==> config.mk <==
export PLATFORM = sky130hd
export DESIGN_NAME = stcr_cmd_fifo
export DESIGN_NICKNAME = d
export VERILOG_FILES = /design/src/hw/rtl/stcr_pkg.sv /design/src/hw/rtl/stcr_cmd_fifo.sv
export SDC_FILE = /design/constraint.sdc
export NUM_CORES = 1
export LEC_CHECK = 0
export ABC_AREA = 1
export BUFFER_PORTS_ARGS = -buffer_cell sky130_fd_sc_hd__buf_2
export CORE_UTILIZATION = 30
export DETAILED_ROUTE_END_ITERATION = 8
export GPL_TIMING_DRIVEN = 0
export PLACE_DENSITY_LB_ADDON = 0.05
export SETUP_SLACK_MARGIN = 0.2
export SLEW_MARGIN = 10
export SYNTH_ARGS = -nofsm -noshare
export SYNTH_HDL_FRONTEND = slang
export SYNTH_SLANG_ARGS = --single-unit
export TNS_END_PERCENT = 50
==> constraint.sdc <==
create_clock -name clk -period 2.1 [get_ports clk]
set_input_delay 0.42 -clock clk [delete_from_list [all_inputs] [get_ports clk]]
set_output_delay 0.42 -clock clk [all_outputs]
set_load 0.03 [all_outputs]
==> src/hw/rtl/stcr_pkg.sv <==
`timescale 1ns / 1ps
// ----------------------------------------------------------------------------
// stcr_pkg
// Shared types and constants of the square tile crop and rotate unit.
// ----------------------------------------------------------------------------
package stcr_pkg;

  // sizing
  localparam int MAX_SIDE    = 64;
  localparam int MAX_WIDTH   = 4096;
  localparam int STORE_DEPTH = MAX_SIDE * MAX_SIDE;

  localparam int SIDE_W  = $clog2(MAX_SIDE + 1);
  localparam int IDX_W   = $clog2(MAX_SIDE);
  localparam int ADDR_W  = $clog2(STORE_DEPTH);
  localparam int TOTAL_W = $clog2(STORE_DEPTH + 1);
  localparam int COL_W   = $clog2(MAX_WIDTH);
  localparam int WSAT_W  = COL_W + 1;

  // fixed register and field widths
  localparam int WIDTH_REG_W = 13;
  localparam int OFS_W       = 12;
  localparam int SIDE_REG_W  = 7;
  localparam int ROT_W       = 2;
  localparam int ROW_W       = 12;
  localparam int PIX_W       = 32;
  localparam int CFG_DATA_W  = 13;
  localparam int CFG_IDX_W   = 3;
  localparam int CMP_W       = (COL_W > OFS_W) ? COL_W : OFS_W;

  localparam logic [ROW_W-1:0] ROW_TOP = {ROW_W{1'b1}};

  // reset values after saturation
  localparam int WIDTH_RST = 64;
  localparam int SIDE_RST  = (64 > MAX_SIDE) ? MAX_SIDE : 64;
  localparam int TOTAL_RST = SIDE_RST * SIDE_RST;

  // command queue between front and back
  localparam int CMDQ_DEPTH = 4;
  localparam int CMDQ_PTR_W = $clog2(CMDQ_DEPTH);
  localparam int CMDQ_CNT_W = $clog2(CMDQ_DEPTH + 1);

  typedef enum logic [CFG_IDX_W-1:0] {
    REG_SRC_WIDTH = 3'd0,
    REG_X_OFFSET  = 3'd1,
    REG_Y_OFFSET  = 3'd2,
    REG_SIDE      = 3'd3,
    REG_ROTATION  = 3'd4
  } reg_idx_t;

  typedef enum logic [ROT_W-1:0] {
    ROT_COPY = 2'd0,
    ROT_CCW  = 2'd1,
    ROT_HALF = 2'd2,
    ROT_CW   = 2'd3
  } rot_code_t;

  typedef enum logic {
    OP_PUSH = 1'b0,
    OP_PULL = 1'b1
  } opcode_t;

  typedef enum logic [1:0] {
    CMD_WRITE = 2'd0,
    CMD_READ  = 2'd1,
    CMD_EMPTY = 2'd2
  } cmd_kind_t;

  typedef struct packed {
    logic             opcode;
    logic             frame_start;
    logic [PIX_W-1:0] pixel;
  } in_item_t;

  typedef struct packed {
    logic [PIX_W-1:0] out_pixel;
    logic             out_valid;
    logic             out_last;
  } out_item_t;

  typedef struct packed {
    cmd_kind_t         kind;
    logic [ADDR_W-1:0] addr;
    logic [PIX_W-1:0]  data;
    logic              last;
  } cmd_t;

endpackage

==> src/hw/rtl/stcr_cmd_fifo.sv <==
`timescale 1ns / 1ps
// ----------------------------------------------------------------------------
// stcr_cmd_fifo
// Short command queue that decouples the front from the tile store.
// ----------------------------------------------------------------------------
module stcr_cmd_fifo import stcr_pkg::*; (
  input  logic clk,
  input  logic rst_n,
  input  logic push,
  input  cmd_t push_cmd,
  output logic ready,
  output logic avail,
  output cmd_t head,
  input  logic pop
);

  cmd_t                  slot_r [CMDQ_DEPTH];
  logic [CMDQ_PTR_W-1:0] wr_ptr_r, rd_ptr_r;
  logic [CMDQ_CNT_W-1:0] count_r;

  assign ready = (count_r != CMDQ_CNT_W'(CMDQ_DEPTH));
  assign avail = (count_r != '0);
  assign head  = slot_r[rd_ptr_r];

  always_ff @(posedge clk) begin
    if (push) begin
      slot_r[wr_ptr_r] <= push_cmd;
    end
  end

  always_ff @(posedge clk) begin
    if (!rst_n) begin
      wr_ptr_r <= '0;
      rd_ptr_r <= '0;
      count_r  <= '0;
    end else begin
      if (push) begin
        wr_ptr_r <= (int'(wr_ptr_r) == CMDQ_DEPTH - 1) ? '0 : wr_ptr_r + CMDQ_PTR_W'(1);
      end
      if (pop) begin
        rd_ptr_r <= (int'(rd_ptr_r) == CMDQ_DEPTH - 1) ? '0 : rd_ptr_r + CMDQ_PTR_W'(1);
      end
      unique case ({push, pop})
        2'b10:   count_r <= count_r + CMDQ_CNT_W'(1);
        2'b01:   count_r <= count_r - CMDQ_CNT_W'(1);
        default: count_r <= count_r;
      endcase
    end
  end

  a_no_overflow: assert property (@(posedge clk) disable iff (!rst_n)
    push |-> (count_r != CMDQ_CNT_W'(CMDQ_DEPTH)) || pop)
    else $error("command queue overflow");

  a_no_underflow: assert property (@(posedge clk) disable iff (!rst_n)
    pop |-> count_r != '0)
    else $error("command queue underflow");

endmodule

==> metrics.txt <==
non-filler cells, final ~990; # rows 58; critical path endpoint category output pin; Slew Viols, Final 0; Num CTS Buffers 17; register area share after synthesis 0.743; Max Freq ~0.46 GHz; Ports 100; Core Area about 25000 um2; antenna viol nets, final 0; WP data arrival 1760 ps; worst endpoint required time 1680 ps; Mapped Nets between 500 and 600; Total GRT Usage 0.149; max-cap violation count 0; Final setup viols a little over 40; Worst Hold End slot_r[3][10]; CP peak stage delay between 300 and 400 ps; reg-to-reg endpoint slot_r[2][2]; CTS Sinks ~200; Max rail drop VDD about 0.38 mV; GP Congestion about 0.70; H-tree Lvls 4; Die Area between 20000 and 30000 um2; Initial Utilization 0.309; most common cell after layout, fill and taps aside edfxtp_1; Worst-Skew Late Latency 430 ps; root buffer cell clkbuf_16; global-route wire length before repair about 28 mm; R2R Path Start wr_ptr_r[0]; CTS clk-pin slew, worst paths 80 ps; Avg WL per Cell a little under 20 um; Vias between 4k and 5k; Synth Cell Area roughly 8000 um2; worst reg2reg path depth 5; power density over the cells about 920 nW/um2; Post-Syn Instances 515; Worst Hold Class input pin to flip-flop; setup TNS -1120 ps; Final WS setup -75.2 ps; Critical Path Fanout Max 6; RSZ-0062 raised after global routing yes; Post-Syn Area per Cell between 15 and 20 um2; Clock Path Buffers 2; Post-Route WL just under 20 mm; hold path startpoint push_cmd[10]; DRT Pass-1 Iters 4; 1st-iter DRT viols 284; fin crit share 1.04; final critical-path required period approximately 2200 ps; Setup Skew approximately 12 ps; Final #Nets 705; Filler cells ~2.4k; GRT overflow 0; Die Wd approximately 160 um; crit path kind flip-flop to output pin; Die Span Y 164 um; largest net degree at the start of global routing 48; failing checks negative setup slack; most frequent cells in the layout edfxtp_1 (188), nor2_1 (72), o21ai_0 (57), buf_2 (54), buf_6 (32); CTS tree yes; Critical Path, Cell by Cell buf_8 -> inv_8 -> buf_12 -> buf_16 -> buf_16 -> nor2_4 -> o22ai_2 -> buf_6; Yosys cell types 24; leakage about 3.6 nW; Critical Path Most Common Cell buf_16; Hold Buf Count CTS 0; hold path depth 1; Fin. Hold Viols 0; initial antenna violation count 4; vias per cell 4.62; layout cells sized above 1 0.385; vias in the first global route just under 5k; Residual DRC 0; R2R setup slack roughly 140 ps; IO Port Bufs a little under 100; CP max-delay cell dfxtp_4; Synth warnings 0; placed wire-length estimate 11.2 mm; Worst-Margin Slew 780 ps; Rel. slew slack 0.479; nature of the critical path startpoint flip-flop; Cells after DPL roughly 950; Seq cells post-synth approximately 200; Layout area overhead 29.8%; status finished, violations left
[Yosys cell counts]
master,n,area (um2)
nand3_1,3,15.0
nand2_1,8,30.0
buf_2,9,45.0
o21ai_1,10,50.1
nand4_1,1,6.26
inv_4,1,6.26
ha_1,6,75.1
edfxtp_1,188,5650
o22ai_1,20,125
buf_6,4,45.0
o22ai_2,27,338
nor2_1,72,270
inv_1,15,56.3
o21ai_2,3,26.3
buf_4,1,7.51
nor3_1,2,10.0
inv_2,2,7.51
dfxtp_1,9,180
o21ai_0,85,425
buf_12,4,80.1
a21oi_1,5,25.0
clkbuf_1,12,45.0
nor2_4,27,304
fa_1,1,20.0
[state kept, by name, summed over array words and instances, names as in the netlist, named ones only]
register	count
slot_r	188
count_r	3
wr_ptr_r	2
rd_ptr_r	2
[logic make-up (layout without fill, tap and decap cells)]
kind of cell / after synthesis / in the layout / synth area share
other cells: 0 / 2 / 0
buf+inv: 48 / 193 / 0.0374
flops: 197 / 197 / 0.743
fa+ha+maj: 7 / 7 / 0.0121
simple gates: 113 / 113 / 0.0811
compound gates: 150 / 150 / 0.126
[worst max path at each step]
stage	from	to	slack (ps)	cells after the start
after floorplan	wr_ptr_r[0]	slot_r[0][0]	200	4
after global placement	push	slot_r[0][30]	-880	3
after detailed placement	wr_ptr_r[0]	slot_r[2][30]	-90	5
after CTS	flip-flop	head[17]	-130	7
after global routing	flip-flop	head[25]	-150	8
final	flip-flop	head[25]	-80	8
[worst max-delay path, delay by kind of cell, from the launching register on]
kind            cells  cell delay, ps
flops               1             370
buf+inv             6             740
compound gates      1             180
simple gates        1              30
[power breakdown]
part	internal (W)	total, W	leakage, nW	switching (W)
clock	0.00178	0.00322	0.282	0.00144
combinational	0.000631	0.00158	1.50	0.000945
sequential	0.00448	0.00453	1.80	0.0000472
total	0.00689	0.00932	3.58	0.00243
[cell type report]
| cell class | instances | area [um2] | share of cell area |
|---|---|---|---|
| flip-flops and latches | 197 | 5830 | 0.573 |
| well taps | 330 | 413 | 0.0406 |
| inverters | 18 | 90.1 | 0.00885 |
| diodes | 2 | 5.00 | 0.000492 |
| clock inverters | 13 | 145 | 0.0143 |
| multi-input cells | 270 | 1830 | 0.180 |
| repair buffers | 113 | 1040 | 0.102 |
| plain buffers | 30 | 389 | 0.0382 |
| clock buffers | 19 | 433 | 0.0425 |
[metal layers]
metal	part of all wire	track usage
met2	0.49	0.250
met4	0.012	0.0501
met3	0.045	0.0366
met1	0.45	0.188
met5	0.00042	0
[metrics by stage]
| stage | hold slack (ps) | instance area, um2 | total power, W | setup slack, ps | util |
|---|---|---|---|---|---|
| global route | 190 | 10200 | 0.00968 | -146 | 0.400 |
| CTS | 179 | 9990 | 0.00936 | -132 | 0.393 |
| floorplan | 490 | 7850 | 0.00541 | 199 | - |
| finish | 196 | 10200 | 0.00932 | -75.2 | 0.401 |
| global placement | 505 | 8750 | 0.00585 | -883 | 0.345 |
| detailed placement | 519 | 8850 | 0.00588 | -93.4 | 0.348 |
[timing repair]
action	in CTS	in global routing
setup endpoints to repair	94	90
gates resized for setup	161	26
pin swaps	10	17
buffers inserted	3	0
cloned	3	4
Note: power is estimated with default switching activity, not from simulation.
