**src/hw/rtl/stcr_pkg.sv**
```systemverilog
`timescale 1ns / 1ps
// ----------------------------------------------------------------------------
// stcr_pkg
// Shared types and constants of the square tile crop and rotate unit.
// ----------------------------------------------------------------------------
package stcr_pkg;

  // sizing
  localparam int MAX_SIDE    = 64;
  localparam int MAX_WIDTH   = 4096;
  localparam int STORE_DEPTH = MAX_SIDE * MAX_SIDE;

  localparam int SIDE_W  = $clog2(MAX_SIDE + 1);
  localparam int IDX_W   = $clog2(MAX_SIDE);
  localparam int ADDR_W  = $clog2(STORE_DEPTH);
  localparam int TOTAL_W = $clog2(STORE_DEPTH + 1);
  localparam int COL_W   = $clog2(MAX_WIDTH);
  localparam int WSAT_W  = COL_W + 1;

  // fixed register and field widths
  localparam int WIDTH_REG_W = 13;
  localparam int OFS_W       = 12;
  localparam int SIDE_REG_W  = 7;
  localparam int ROT_W       = 2;
  localparam int ROW_W       = 12;
  localparam int PIX_W       = 32;
  localparam int CFG_DATA_W  = 13;
  localparam int CFG_IDX_W   = 3;
  localparam int CMP_W       = (COL_W > OFS_W) ? COL_W : OFS_W;

  localparam logic [ROW_W-1:0] ROW_TOP = {ROW_W{1'b1}};

  // reset values after saturation
  localparam int WIDTH_RST = 64;
  localparam int SIDE_RST  = (64 > MAX_SIDE) ? MAX_SIDE : 64;
  localparam int TOTAL_RST = SIDE_RST * SIDE_RST;

  // command queue between front and back
  localparam int CMDQ_DEPTH = 4;
  localparam int CMDQ_PTR_W = $clog2(CMDQ_DEPTH);
  localparam int CMDQ_CNT_W = $clog2(CMDQ_DEPTH + 1);

  typedef enum logic [CFG_IDX_W-1:0] {
    REG_SRC_WIDTH = 3'd0,
    REG_X_OFFSET  = 3'd1,
    REG_Y_OFFSET  = 3'd2,
    REG_SIDE      = 3'd3,
    REG_ROTATION  = 3'd4
  } reg_idx_t;

  typedef enum logic [ROT_W-1:0] {
    ROT_COPY = 2'd0,
    ROT_CCW  = 2'd1,
    ROT_HALF = 2'd2,
    ROT_CW   = 2'd3
  } rot_code_t;

  typedef enum logic {
    OP_PUSH = 1'b0,
    OP_PULL = 1'b1
  } opcode_t;

  typedef enum logic [1:0] {
    CMD_WRITE = 2'd0,
    CMD_READ  = 2'd1,
    CMD_EMPTY = 2'd2
  } cmd_kind_t;

  typedef struct packed {
    logic             opcode;
    logic             frame_start;
    logic [PIX_W-1:0] pixel;
  } in_item_t;

  typedef struct packed {
    logic [PIX_W-1:0] out_pixel;
    logic             out_valid;
    logic             out_last;
  } out_item_t;

  typedef struct packed {
    cmd_kind_t         kind;
    logic [ADDR_W-1:0] addr;
    logic [PIX_W-1:0]  data;
    logic              last;
  } cmd_t;

endpackage

```
**src/hw/rtl/stcr_front.sv**
```systemverilog
`timescale 1ns / 1ps
// ----------------------------------------------------------------------------
// stcr_front
// Configuration registers, raster counters and tile address generation.
// Turns each accepted pull, and each accepted push kept for the tile, into a store command.
// ----------------------------------------------------------------------------
module stcr_front import stcr_pkg::*; (
  input  logic                  clk,
  input  logic                  rst_n,
  input  logic                  cfg_we,
  input  logic [CFG_IDX_W-1:0]  cfg_index,
  input  logic [CFG_DATA_W-1:0] cfg_wdata,
  input  logic                  in_valid,
  output logic                  in_ready,
  input  in_item_t              in_data,
  output logic                  q_push,
  output cmd_t                  q_cmd,
  input  logic                  q_ready
);

  logic [WSAT_W-1:0]  wsat_r;
  logic [OFS_W-1:0]   x_off_r;
  logic [OFS_W-1:0]   y_off_r;
  logic [SIDE_W-1:0]  side_r;
  logic [TOTAL_W-1:0] total_r;
  rot_code_t          rot_r;

  logic [COL_W-1:0]   col_r,  col_nxt;
  logic [ROW_W-1:0]   row_r,  row_nxt;
  logic [TOTAL_W-1:0] kept_r, kept_nxt;
  logic [ADDR_W-1:0]  rp_r,   rp_nxt;

  logic [SIDE_REG_W-1:0]  side_raw;
  logic [WIDTH_REG_W-1:0] width_raw;
  logic [SIDE_W-1:0]      side_w;
  logic [WSAT_W-1:0]      width_w;

  logic [COL_W-1:0]   col_cur;
  logic [ROW_W-1:0]   row_cur;
  logic [TOTAL_W-1:0] kept_cur;
  logic [ADDR_W-1:0]  rp_cur, rp_eff;
  logic [CMP_W-1:0]   col_ext, x_ext, dx;
  logic [ROW_W-1:0]   dy;
  logic               in_win, keep, tile_full, rd_last;
  logic [IDX_W-1:0]   i_idx, c_idx, sm1, r_sel, q_sel;
  logic [IDX_W+SIDE_W-1:0] prod;
  logic [ADDR_W-1:0]  wr_addr;
  logic [WSAT_W-1:0]  col_inc;
  logic [TOTAL_W-1:0] rp_inc;
  logic               accept;

  // saturate register writes on the way in
  always_comb begin
    side_raw  = cfg_wdata[SIDE_REG_W-1:0];
    width_raw = cfg_wdata[WIDTH_REG_W-1:0];
    if (side_raw == '0) begin
      side_w = SIDE_W'(1);
    end else if (int'(side_raw) > MAX_SIDE) begin
      side_w = SIDE_W'(MAX_SIDE);
    end else begin
      side_w = SIDE_W'(side_raw);
    end
    if (width_raw == '0) begin
      width_w = WSAT_W'(1);
    end else if (int'(width_raw) > MAX_WIDTH) begin
      width_w = WSAT_W'(MAX_WIDTH);
    end else begin
      width_w = WSAT_W'(width_raw);
    end
  end

  always_ff @(posedge clk) begin
    if (!rst_n) begin
      wsat_r  <= WSAT_W'(WIDTH_RST);
      x_off_r <= '0;
      y_off_r <= '0;
      side_r  <= SIDE_W'(SIDE_RST);
      total_r <= TOTAL_W'(TOTAL_RST);
      rot_r   <= ROT_COPY;
    end else if (cfg_we) begin
      unique case (cfg_index)
        REG_SRC_WIDTH: wsat_r  <= width_w;
        REG_X_OFFSET:  x_off_r <= cfg_wdata[OFS_W-1:0];
        REG_Y_OFFSET:  y_off_r <= cfg_wdata[OFS_W-1:0];
        REG_SIDE: begin
          side_r  <= side_w;
          total_r <= TOTAL_W'(side_w) * TOTAL_W'(side_w);
        end
        REG_ROTATION:  rot_r   <= rot_code_t'(cfg_wdata[ROT_W-1:0]);
        default: ;
      endcase
    end
  end

  assign in_ready = q_ready;
  assign accept   = in_valid && in_ready;

  always_comb begin
    col_cur  = in_data.frame_start ? '0 : col_r;
    row_cur  = in_data.frame_start ? '0 : row_r;
    kept_cur = in_data.frame_start ? '0 : kept_r;
    rp_cur   = in_data.frame_start ? '0 : rp_r;

    // window test
    col_ext = CMP_W'(col_cur);
    x_ext   = CMP_W'(x_off_r);
    dx      = col_ext - x_ext;
    dy      = row_cur - y_off_r;
    in_win  = (col_ext >= x_ext) && (dx < CMP_W'(side_r)) &&
              (row_cur >= y_off_r) && (dy < ROW_W'(side_r));
    keep    = in_win && (kept_cur < total_r);

    // tile address: row select times side plus column select
    i_idx = IDX_W'(dy);
    c_idx = IDX_W'(dx);
    sm1   = IDX_W'(side_r - SIDE_W'(1));
    unique case (rot_r)
      ROT_COPY: begin r_sel = i_idx;         q_sel = c_idx;         end
      ROT_CCW:  begin r_sel = sm1 - c_idx;   q_sel = i_idx;         end
      ROT_HALF: begin r_sel = sm1 - i_idx;   q_sel = sm1 - c_idx;   end
      ROT_CW:   begin r_sel = c_idx;         q_sel = sm1 - i_idx;   end
      default:  begin r_sel = i_idx;         q_sel = c_idx;         end
    endcase
    prod    = (IDX_W + SIDE_W)'(r_sel) * (IDX_W + SIDE_W)'(side_r);
    wr_addr = ADDR_W'(prod + (IDX_W + SIDE_W)'(q_sel));

    // read side
    tile_full = (kept_cur >= total_r);
    rp_eff    = (TOTAL_W'(rp_cur) >= total_r) ? '0 : rp_cur;
    rp_inc    = TOTAL_W'(rp_eff) + TOTAL_W'(1);
    rd_last   = (rp_inc >= total_r);

    col_inc  = WSAT_W'(col_cur) + WSAT_W'(1);
    col_nxt  = col_cur;
    row_nxt  = row_cur;
    kept_nxt = kept_cur;
    rp_nxt   = rp_cur;
    q_push   = 1'b0;
    q_cmd    = '{kind: CMD_EMPTY, addr: '0, data: '0, last: 1'b0};

    if (in_data.opcode == OP_PUSH) begin
      if (keep) begin
        kept_nxt = kept_cur + TOTAL_W'(1);
        q_push   = accept;
        q_cmd    = '{kind: CMD_WRITE, addr: wr_addr, data: in_data.pixel, last: 1'b0};
      end
      if (col_inc >= wsat_r) begin
        col_nxt = '0;
        if (row_cur != ROW_TOP) begin
          row_nxt = row_cur + ROW_W'(1);
        end
      end else begin
        col_nxt = col_inc[COL_W-1:0];
      end
    end else begin
      q_push = accept;
      if (tile_full) begin
        q_cmd  = '{kind: CMD_READ, addr: rp_eff, data: '0, last: rd_last};
        rp_nxt = rd_last ? '0 : rp_inc[ADDR_W-1:0];
      end
    end
  end

  always_ff @(posedge clk) begin
    if (!rst_n) begin
      col_r  <= '0;
      row_r  <= '0;
      kept_r <= '0;
      rp_r   <= '0;
    end else if (accept) begin
      col_r  <= col_nxt;
      row_r  <= row_nxt;
      kept_r <= kept_nxt;
      rp_r   <= rp_nxt;
    end
  end

endmodule

```
**config.mk**
```make
export PLATFORM = sky130hd
export DESIGN_NAME = stcr_front
export DESIGN_NICKNAME = d
export VERILOG_FILES = /design/src/hw/rtl/stcr_pkg.sv /design/src/hw/rtl/stcr_front.sv
export SDC_FILE = /design/constraint.sdc
export NUM_CORES = 1
export LEC_CHECK = 0
export BUFFER_PORTS_ARGS = -buffer_cell sky130_fd_sc_hd__buf_2
export CAP_MARGIN = 20
export CELL_PAD_IN_SITES_DETAIL_PLACEMENT = 0
export CELL_PAD_IN_SITES_GLOBAL_PLACEMENT = 1
export CORE_MARGIN = 10
export CORE_UTILIZATION = 35
export CTS_CLUSTER_DIAMETER = 40
export CTS_CLUSTER_SIZE = 28
export DETAILED_ROUTE_END_ITERATION = 7
export HOLD_SLACK_MARGIN = 0.05
export PLACE_DENSITY_LB_ADDON = 0.1
export SLEW_MARGIN = 5
export SYNTH_ARGS = -nofsm -noshare
export SYNTH_HDL_FRONTEND = slang
export SYNTH_SLANG_ARGS = --single-unit
```
**constraint.sdc**
```tcl
create_clock -name clk -period 7.6 [get_ports clk]
set_clock_uncertainty 0.15 [all_clocks]
set_input_delay 0 -clock clk [delete_from_list [all_inputs] [get_ports clk]]
set_output_delay 0 -clock clk [all_outputs]
set_load 0.05 [all_outputs]
```
==> results of run 1 <==
==> synth_stat cells, types with 5 or more instances <==
master    instances
dfxtp_1         106
nand4_1          13
nand2b_1         27
o211ai_1         10
fa_1             42
nor2_1           88
clkbuf_1         60
nor3_1           30
ha_1            151
a21o_1           21
nand3_1          37
nor4_1            6
a21oi_1         100
inv_1           149
o21a_1           16
o21ai_0          69
o31ai_1           6
or3_1             5
xnor2_1          51
a21boi_0         21
o22ai_1           7
nor2b_1          72
a22oi_1          15
a211oi_1         11
and2_1           72
xor2_1           24
nand3b_1          6
mux4_2            9
and3_1           16
mux2i_1           6
nand2_1         169
nor3b_1          10
==> power groups by stage <==
stage               Sequential (mW)  Clock [mW]  Combinational [mW]
finish                        0.576       0.524               0.541
CTS                           0.576       0.546               0.531
global route                  0.577       0.567               0.606
detailed placement            0.589           0               0.513
global placement              0.589           0               0.514
floorplan                     0.585           0               0.368
==> state kept, by name, indices dropped and copies added (netlist names) <==
name	cells
x_ext	12
total_r	11
col_r	12
kept_r	13
row_r	12
rot_r	2
y_off_r	12
side_r	7
wsat_r	13
rp_r	12
==> worst max-delay path, delay by kind of cell, from the launching register on <==
family | cells | cell delay (ns)
compound gates | 13 | 1.69
xor+xnor | 3 | 0.49
simple gates | 5 | 1.06
flops | 1 | 0.38
fa+ha+maj | 7 | 2.65
buf+inv | 3 | 0.45
==> area by class of cell <==
cell class	instances	area, um2	area share (%)
multi-input cells	1182	8900	66.1
flip-flops and latches	106	2130	15.8
repair buffers	160	997	7.40
inverters	151	567	4.21
well taps	442	553	4.10
clock buffers	9	225	1.67
clock inverters	7	93.8	0.697
==> per-layer routing <==
metal	GRT usage (%)	vias to the layer above	part of all wire, %
met4	4.78	0	2.2
met1	22.6	4934	47
met5	0	-	0
li1	-	5323	-
met3	2.65	28	2.8
met2	30.8	140	48
==> worst min path at each step <==
| stage | from | endpoint | slack, ns | cells after the start |
|---|---|---|---|---|
| 6_report | cfg_index[1] | total_r[10] | 0.09 | 5 |
| 5_1_grt | cfg_index[0] | y_off_r[1] | 0.10 | 4 |
| 4_1_cts | cfg_index[1] | total_r[6] | 0.07 | 5 |
| 3_5_place_dp | cfg_wdata[7] | x_ext[7] | 0.16 | 3 |
| 3_3_place_gp | cfg_wdata[7] | x_ext[7] | 0.15 | 3 |
| 2_1_floorplan | cfg_wdata[2] | y_off_r[2] | -0.01 | 2 |
==> timing repair <==
action / CTS / global route
endpoints found under the setup margin: 2 / 4
pin swaps: 4 / 24
setup buffers: 3 / 5
endpoints found under the hold margin: 45 / 0
hold buffers: 19 / 0
gates resized for setup: 15 / 45
==> stage by stage <==
step / instance area [um2] / std cells / hold WS [ns]
global placement: 12700 / 2013 / 0.149
global route: 13500 / 2057 / 0.100
CTS: 13300 / 2052 / 0.0724
floorplan: 11600 / 1504 / -0.0140
detailed placement: 12700 / 2014 / 0.156
finish: 13500 / 2057 / 0.0879
==> kinds of logic after synthesis <==
group / synth area share [%]
xor gates and xnor gates: 5.67
and+or+nand+nor: 25.4
AOI/OAI and AO/OA: 17.2
adders and majority gates: 23.7
muxes: 2.56
other: 0.0649
DFF: 18.3
buffers and inverters: 7.07
==> results.py, run 1 <==
metrics = {
    "clocking": {
        "numCtsBuffers": 9,
        "cts.sinks": 106,
        "cts_buffer_depth": 2,
        "cts_tree": "built",
        "clk_latency_ns": 0.38,
        "root_buffer": "clkbuf_16",
        "clk_pin_slew_ns": 0.09,
        "htreeDepth": 3,
    },
    "critical_path": {
        "crit_path_start_kind": "register",
        "cpMaxStageDelayCell": "fa_1",
        "reg2reg_from": "row_r[3]",
        "cp_max_fo": 6,
        "crit_top_cell": "a21oi_2",
        "r2r_slack_ns": 2.02,
        "reg2regPathDepth": 18,
        "critPathKind": "reg -> out",
        "endpoint_kind": "output pin",
        "cpPeakStageDelay_ns": 0.52,
        "crit_path_end": "q_cmd[44]",
        "crit_arrival_ns": 7.10,
        "cp-startpoint": "col_r[2]",
        "required_ns": 7.45,
        "worst_r2r_endpoint": "kept_r[9]",
    },
    "logic_synthesis": {
        "synth.cell_area_mm2": 0.0116,
        "ys_ff_latch": 106,
        "synth_top_area_share_pct": 18.3,
        "ys_types": 71,
        "synth_edf_count": 0,
        "synth_area_leaders": "dfxtp_1 18%, ha_1 16%, fa_1 7.3%",
        "synth_seq_area_share_pct": 18.3,
        "ys_warn_count": 0,
        "synth_top_flop_cell": "dfxtp_1",
        "synthArstFlopShare_pct": 0,
        "syn_avg_cell_area_um2": 7.72,
        "synthCells": 1499,
        "yosys.area.top_type": "dfxtp_1",
    },
    "min_path": {
        "hold_class": "in -> reg",
    },
    "floorplan": {
        "io_pins": 104,
        "fp.dieH_um": 202,
        "die_w_um": 202,
        "rows": 66,
        "core-area_mm2": 0.0326,
        "start_util_pct": 35.5,
        "dieArea_mm2": 0.0408,
    },
    "finish": {
        "drive_above_1_share_pct": 14.4,
        "nFillCells": 3437,
        "num-nets-final": 1858,
        "final_common_cell": "nand2_1",
        "final_core_util_pct": 41.3,
        "final_cell_mix": "169 x nand2_1, 146 x inv_1, 143 x ha_1",
        "n_antenna_cell": 0,
        "area_growth_pct": 16.4,
    },
    "sta": {
        "max_freq_ghz": 0.138,
        "worst_slew_pin_slew_ns": 1.04,
        "hold_violations": 0,
        "period_share_pct": 95.5,
        "setup_ws_ns": 0.346,
        "final-setup-viol-count": 0,
        "timing.setup.tns_ns": 0,
        "drv_slew": 0,
        "period_minus_slack_ns": 7.25,
        "slew_headroom_pct": 30.4,
    },
    "power": {
        "clockPowerShare_pct": 32.0,
        "p_comb_share_pct": 33.0,
        "p_int_mw": 1.05,
        "power_density_mw_per_mm2": 122,
        "switching_share_pct": 36.1,
        "seq_power_share_pct": 35.1,
        "p_switching_mw": 0.593,
        "power_mw": 1.64,
        "leakage_nw": 5.90,
        "peakVddDrop_v": 0.000125,
    },
    "detailed_routing": {
        "wirelength_um": 36500,
        "num_vias": 10425,
        "wl_per_cell_um": 17.8,
        "antenna_left": 0,
        "drt_iter0_drc": 427,
        "drcViolationCount": 0,
        "dr.pass1.iters": 5,
        "vias_per_cell": 5.07,
    },
    "grt": {
        "antenna_found_initial": 0,
        "overflow": 0,
        "grt_pass1_wl_um": 58500,
        "grt_usage_pct": 17.8,
        "grt_max_degree": 71,
        "grt_pass1_vias": 10478,
    },
    "placed_design": {
        "globalplace.congestion": 0.892,
        "io_buffers": 103,
        "dp_hpwl_um": 28700,
        "dp_slack_ns": 0.0128,
    },
    "run_status": {
        "outcome": "completed",
    },
    "flow_run": {
        "cap_violations": 0,
    },
}
Note: power is estimated with default switching activity, not from simulation.
==> inputs of run 2 (changes only) <==
- ABC_AREA: unset -> 1
==> run 2 against run 1 <==
Against the previous run:
- sequential power up 1%
- synthesized cell count up 26%
- setup slack better by 0.017 ns
- combinational power up 50%
- clock-buffer cell count up 1
- global-route usage up 0.73 points
- final area up 6.1%
- register-to-register slack better by 0.39 ns
==> results.py, run 2 <==
metrics = {
    "detailed_routing": {
        "antenna_left": 0,
        "wl_met1_um": 19600,
        "route.met3.wl_um": 1510,
        "drt_iter0_drc": 739,
        "wl_per_cell_um": 16.4,
        "num_vias": 12284,
        "dr.pass1.iters": 5,
        "vias_per_cell": 4.94,
        "highest_layer": "met4",
        "wl_met2_um": 18800,
        "drcViolationCount": 0,
        "wirelength_um": 40800,
    },
    "grt": {
        "grt_max_degree": 64,
        "antenna_found_initial": 0,
        "overflow": 0,
        "grt_usage_pct": 18.5,
        "grt_pass1_wl_um": 64700,
        "grt_pass1_vias": 12017,
    },
    "finish": {
        "final_area_mm2": 0.0143,
        "final_common_cell": "nand2_1",
        "drive_above_1_share_pct": 13.0,
        "area_growth_pct": 16.5,
        "num-nets-final": 2274,
        "nFillCells": 3731,
        "top_regs": "kept_r: 13 flops, wsat_r: 13 flops",
        "n_antenna_cell": 0,
        "final_cell_mix": "375 x nand2_1, 352 x inv_1, 168 x nor2_1",
        "final_core_util_pct": 41.4,
    },
    "placed_design": {
        "io_buffers": 103,
        "dp_hpwl_um": 32700,
        "place_area_mm2": 0.0133,
        "dp_slack_ns": 0.157,
        "globalplace.congestion": 0.912,
    },
    "floorplan": {
        "die_w_um": 207,
        "fp.dieH_um": 207,
        "rows": 68,
        "core-area_mm2": 0.0345,
        "dieArea_mm2": 0.0430,
        "start_util_pct": 35.5,
        "io_pins": 104,
    },
    "critical_path": {
        "critPathKind": "reg -> out",
        "required_ns": 7.45,
        "crit_arrival_ns": 7.09,
        "cp_max_fo": 5,
        "crit_path_start_kind": "register",
        "endpoint_kind": "output pin",
        "crit_top_cell": "nand2_1",
        "reg2reg_from": "rp_r[6]",
        "cpPeakStageDelay_ns": 0.53,
        "cpMaxStageDelayCell": "fa_1",
        "cp-startpoint": "col_r[0]",
    },
    "logic_synthesis": {
        "synth_area_leaders": "dfxtp_1 17%, ha_1 15%, nand2_1 12%",
        "ys_ff_latch": 106,
        "synth.cell_area_mm2": 0.0123,
        "post-synth-top-count-cell": "nand2_1",
        "synthCells": 1892,
        "yosys.area.top_type": "dfxtp_1",
        "yosys-top-cells-count": "378 x nand2_1, 360 x inv_1, 171 x nor2_1, 170 x a21oi_1, 151 x ha_1",
        "synth_top_area_share_pct": 17.3,
        "ys_types": 56,
        "synth_edf_count": 0,
        "synth_top_flop_cell": "dfxtp_1",
        "synth_seq_area_share_pct": 17.3,
        "syn_avg_cell_area_um2": 6.49,
        "synthArstFlopShare_pct": 0,
        "ys_warn_count": 0,
    },
    "power": {
        "switching_share_pct": 40.6,
        "p_comb_share_pct": 42.4,
        "peakVddDrop_v": 0.000123,
        "power_mw": 1.91,
        "p_switching_mw": 0.776,
        "leakage_nw": 7.07,
        "power_density_mw_per_mm2": 134,
        "p_int_mw": 1.14,
        "seq_power_share_pct": 30.6,
        "clockPowerShare_pct": 27.0,
    },
    "min_path": {
        "min_from": "in_data[32]",
        "hold_class": "in -> reg",
    },
    "clocking": {
        "clk_pin_slew_ns": 0.08,
        "clk_latency_ns": 0.39,
        "htreeDepth": 3,
        "root_buffer": "clkbuf_16",
        "cts.sinks": 106,
        "cts_tree": "built",
        "numCtsBuffers": 9,
        "cts_buffer_depth": 2,
    },
    "sta": {
        "period_minus_slack_ns": 7.24,
        "drv_slew": 0,
        "final-setup-viol-count": 0,
        "period_share_pct": 95.2,
        "slew_headroom_pct": 35.2,
        "worst_slew_pin_slew_ns": 0.969,
        "setup_ws_ns": 0.363,
        "max_freq_ghz": 0.138,
        "hold_violations": 0,
    },
    "run_status": {
        "outcome": "completed",
    },
    "flow_run": {
        "cap_violations": 0,
    },
}
-- run 2: cell count changes after synthesis, sizes merged, moves of 25 or more --
cell,before,now
nand3,37,81
a21boi,25,0
a21oi,101,171
nand2,169,384
nor2,88,207
inv,151,364
nor2b,73,0
clkbuf,60,33
o21ai,72,121
and2,72,2
nand2b,27,0
-- run 2: final timing paths --
kind / to / cells after the start / slack (ns)
hold / removal: row_r[0] / 5 / 0.09
hold reg to reg: kept_r[11] / 2 / 0.31
setup reg to reg: rp_r[11] / 24 / 2.41
setup / recovery: q_cmd[44] / 42 / 0.36
-- run 2: kinds of logic (layout without fill, tap and decap cells) --
kind of cell | count (synthesis) | in the layout | share of synthesized area [%]
AND/OR/NAND/NOR | 756 | 756 | 27.0
buffers and inverters | 415 | 549 | 13.0
AO/OA/AOI/OAI | 354 | 354 | 15.7
adder cells (fa/ha/maj) | 193 | 193 | 22.2
flip-flops | 106 | 106 | 17.3
XOR/XNOR | 66 | 66 | 4.71
other | 2 | 7 | 0.0612
-- run 2: routing by layer --
| metal | global-route usage [%] | vias up |
|---|---|---|
| li1 | - | 6349 |
| met5 | 0 | - |
| met4 | 5.49 | 0 |
| met2 | 31.1 | 245 |
| met3 | 2.51 | 47 |
| met1 | 24.1 | 5643 |
-- run 2: layout make-up --
| cell class | instances | area, um2 | area share (%) |
|---|---|---|---|
| inverter | 367 | 1380 | 9.65 |
| tap | 455 | 569 | 3.98 |
| clock buffer | 10 | 239 | 1.67 |
| multi-input combinational | 1376 | 8840 | 61.9 |
| sequential | 106 | 2120 | 14.9 |
| clock inverter | 6 | 71.3 | 0.499 |
| timing repair buffer | 166 | 1070 | 7.47 |
-- run 2: critical path: cells and delay by family (launching register included) --
family	cells	cell delay, ns
AO/OA/AOI/OAI	8	0.87
XOR/XNOR	4	0.74
adder cells (fa/ha/maj)	8	2.86
buffers and inverters	9	0.78
flip-flops	1	0.33
AND/OR/NAND/NOR	13	1.13
-- run 2: power groups by stage --
stage | Clock (mW) | Sequential, mW | Combinational (mW)
floorplan | 0 | 0.593 | 0.526
global placement | 0 | 0.597 | 0.748
detailed placement | 0 | 0.597 | 0.745
CTS | 0.535 | 0.584 | 0.770
global route | 0.549 | 0.586 | 0.919
finish | 0.517 | 0.584 | 0.811
-- run 2: timing repair --
action                                  4_1_cts  5_1_grt
pin swaps                                     4       24
setup buffers                                 4        8
hold buffers                                 29        0
endpoints found under the hold margin        59        0
cloned                                        0        0
endpoints found under the setup margin        2        4
gates resized for setup                       9       45
-- run 2: metrics by stage --
step / setup TNS (ns) / hold slack (ns) / std cells
3_3_place_gp: 0 / 0.118 / 2429
2_1_floorplan: 0 / -0.00538 / 1897
4_1_cts: 0 / 0.0678 / 2478
3_5_place_dp: 0 / 0.121 / 2429
5_1_grt: -0.0888 / 0.141 / 2486
6_report: 0 / 0.0872 / 2486
==> inputs of run 3 (changes only) <==
- PLACE_DENSITY_LB_ADDON: 0.1 -> 0.3
==> run 3 against run 2 <==
Against the previous run:
- routed wire length fell by 1.9%
- non-clock buffer count fell by 9
- clock-buffer cell count shrank 1
- final area fell by 1.1%
- utilization down 0.43 points
- via count up 1.3%
- sequential cell count did not move
- clock power rose by 4.3%
- fmax fell by 0.39%
- largest cell class unchanged
- worst hold slack gained 0.026 ns
- final cell count down 0.36%
- setup slack got worse by 0.028 ns
==> results.py, run 3 (synthesized netlist as in run 2, its figures left out) <==
metrics = {
    "floorplan": {
        "io_pins": 104,
        "dieArea_mm2": 0.0430,
        "rows": 68,
        "start_util_pct": 35.5,
        "die_w_um": 207,
        "fp.dieH_um": 207,
        "core-area_mm2": 0.0345,
    },
    "sta": {
        "period_minus_slack_ns": 7.26,
        "max_freq_ghz": 0.138,
        "final-setup-viol-count": 0,
        "worst_slew_pin_slew_ns": 0.978,
        "hold_violations": 0,
        "period_share_pct": 95.6,
        "hold-worst-slack_ns": 0.113,
        "drv_slew": 0,
        "timing.setup.tns_ns": 0,
        "setup_ws_ns": 0.335,
        "slew_headroom_pct": 34.7,
    },
    "finish": {
        "top_regs": "kept_r: 13 flops, wsat_r: 13 flops",
        "final_area_mm2": 0.0141,
        "nFillCells": 3751,
        "drive_above_1_share_pct": 12.5,
        "area_growth_pct": 15.2,
        "multi_input_area_mm2": 0.00876,
        "n_antenna_cell": 0,
        "final_common_cell": "nand2_1",
        "regArea_mm2": 0.00212,
        "final_core_util_pct": 40.9,
        "final_cell_mix": "376 x nand2_1, 351 x inv_1, 168 x nor2_1",
        "num-nets-final": 2265,
    },
    "detailed_routing": {
        "drcViolationCount": 0,
        "wirelength_um": 40000,
        "dr.pass1.iters": 5,
        "vias_per_cell": 5.02,
        "wl_per_cell_um": 16.2,
        "num_vias": 12440,
        "antenna_left": 0,
        "drt_iter0_drc": 639,
    },
    "placed_design": {
        "place_area_mm2": 0.0133,
        "globalplace.congestion": 0.910,
        "dp_hpwl_um": 32000,
        "dp_slack_ns": 0.191,
        "io_buffers": 103,
    },
    "critical_path": {
        "crit_top_cell": "nand2_1",
        "cpMaxStageDelayCell": "fa_1",
        "cp_max_fo": 5,
        "endpoint_kind": "output pin",
        "crit_arrival_ns": 7.11,
        "cpPeakStageDelay_ns": 0.54,
        "critPathKind": "reg -> out",
        "crit_path_start_kind": "register",
        "required_ns": 7.45,
    },
    "clocking": {
        "numCtsBuffers": 9,
        "cts_tree": "built",
        "cts.sinks": 106,
        "clk_latency_ns": 0.38,
        "htreeDepth": 3,
        "clk_pin_slew_ns": 0.08,
        "cts_buffer_depth": 2,
        "root_buffer": "clkbuf_16",
    },
    "grt": {
        "grt_pass1_wl_um": 64000,
        "grt_max_degree": 64,
        "overflow": 0,
        "grt_pass1_vias": 12125,
        "grt_usage_pct": 18.1,
        "antenna_found_initial": 0,
    },
    "min_path": {
        "hold_class": "in -> reg",
    },
    "power": {
        "peakVddDrop_v": 0.000140,
        "leakage_nw": 7.04,
        "power_density_mw_per_mm2": 136,
    },
    "run_status": {
        "outcome": "completed",
    },
    "flow_run": {
        "cap_violations": 0,
    },
}
[run 3: cell count changes in the layout (fill, tap and decap cells not counted), sizes merged]
cell / delta
buf: -4
clkbuf: -1
clkinv: +1
clkinvlp: -1
dlygate4sd3: -5
inv: +1
[run 3: path summary, 6_finish.rpt]
kind | startpoint | to | slack, ns | depth (start not counted)
setup / recovery | col_r[0] | q_cmd[44] | 0.34 | 41
hold / removal | in_data[32] | col_r[0] | 0.11 | 5
setup reg to reg | rp_r[6] | rp_r[9] | 2.42 | 23
hold reg to reg | wsat_r[7] | wsat_r[7] | 0.32 | 2
[run 3: power breakdown]
group / switching (mW) / internal, mW
Combinational: 0.509 / 0.291
Clock: 0.272 / 0.267
Sequential: 0.0113 / 0.573
Total: 0.792 / 1.13
[run 3: layer usage]
layer	share of wire, %	vias to the layer above	track usage, %
met3	4.4	48	2.75
met4	2.6	0	6.60
met1	47	5777	23.2
li1	-	6320	-
met2	46	295	30.2
met5	0	-	0
[run 3: area by class of cell]
type | instances | share of cell area, %
clock buffers | 9 | 1.59
clock inverters | 7 | 0.672
inverters | 367 | 9.75
multi-input cells | 1376 | 61.9
flip-flops and latches | 106 | 15.0
well taps | 455 | 4.03
repair buffers | 157 | 7.00
[run 3: repair_timing]
item | 4_1_cts | 5_1_grt
pin swaps | 4 | 22
endpoints found under the setup margin | 2 | 4
hold endpoints to repair | 59 | 0
resized for setup | 9 | 38
buffers inserted | 4 | 4
hold buffers | 24 | 0
[run 3: metrics by stage]
| stage | instances | power, mW |
|---|---|---|
| after floorplan | 1897 | 1.12 |
| after global placement | 2429 | 1.34 |
| after detailed placement | 2429 | 1.34 |
| after CTS | 2473 | 1.91 |
| after global routing | 2477 | 2.06 |
| final | 2477 | 1.92 |
[run 3: worst max-delay path: cells and delay by family (launching register included)]
kind	cells	cell delay [ns]
buf+inv	9	0.75
compound gates	8	0.87
simple gates	12	1.04
xor+xnor	4	0.78
flops	1	0.33
fa+ha+maj	8	2.94
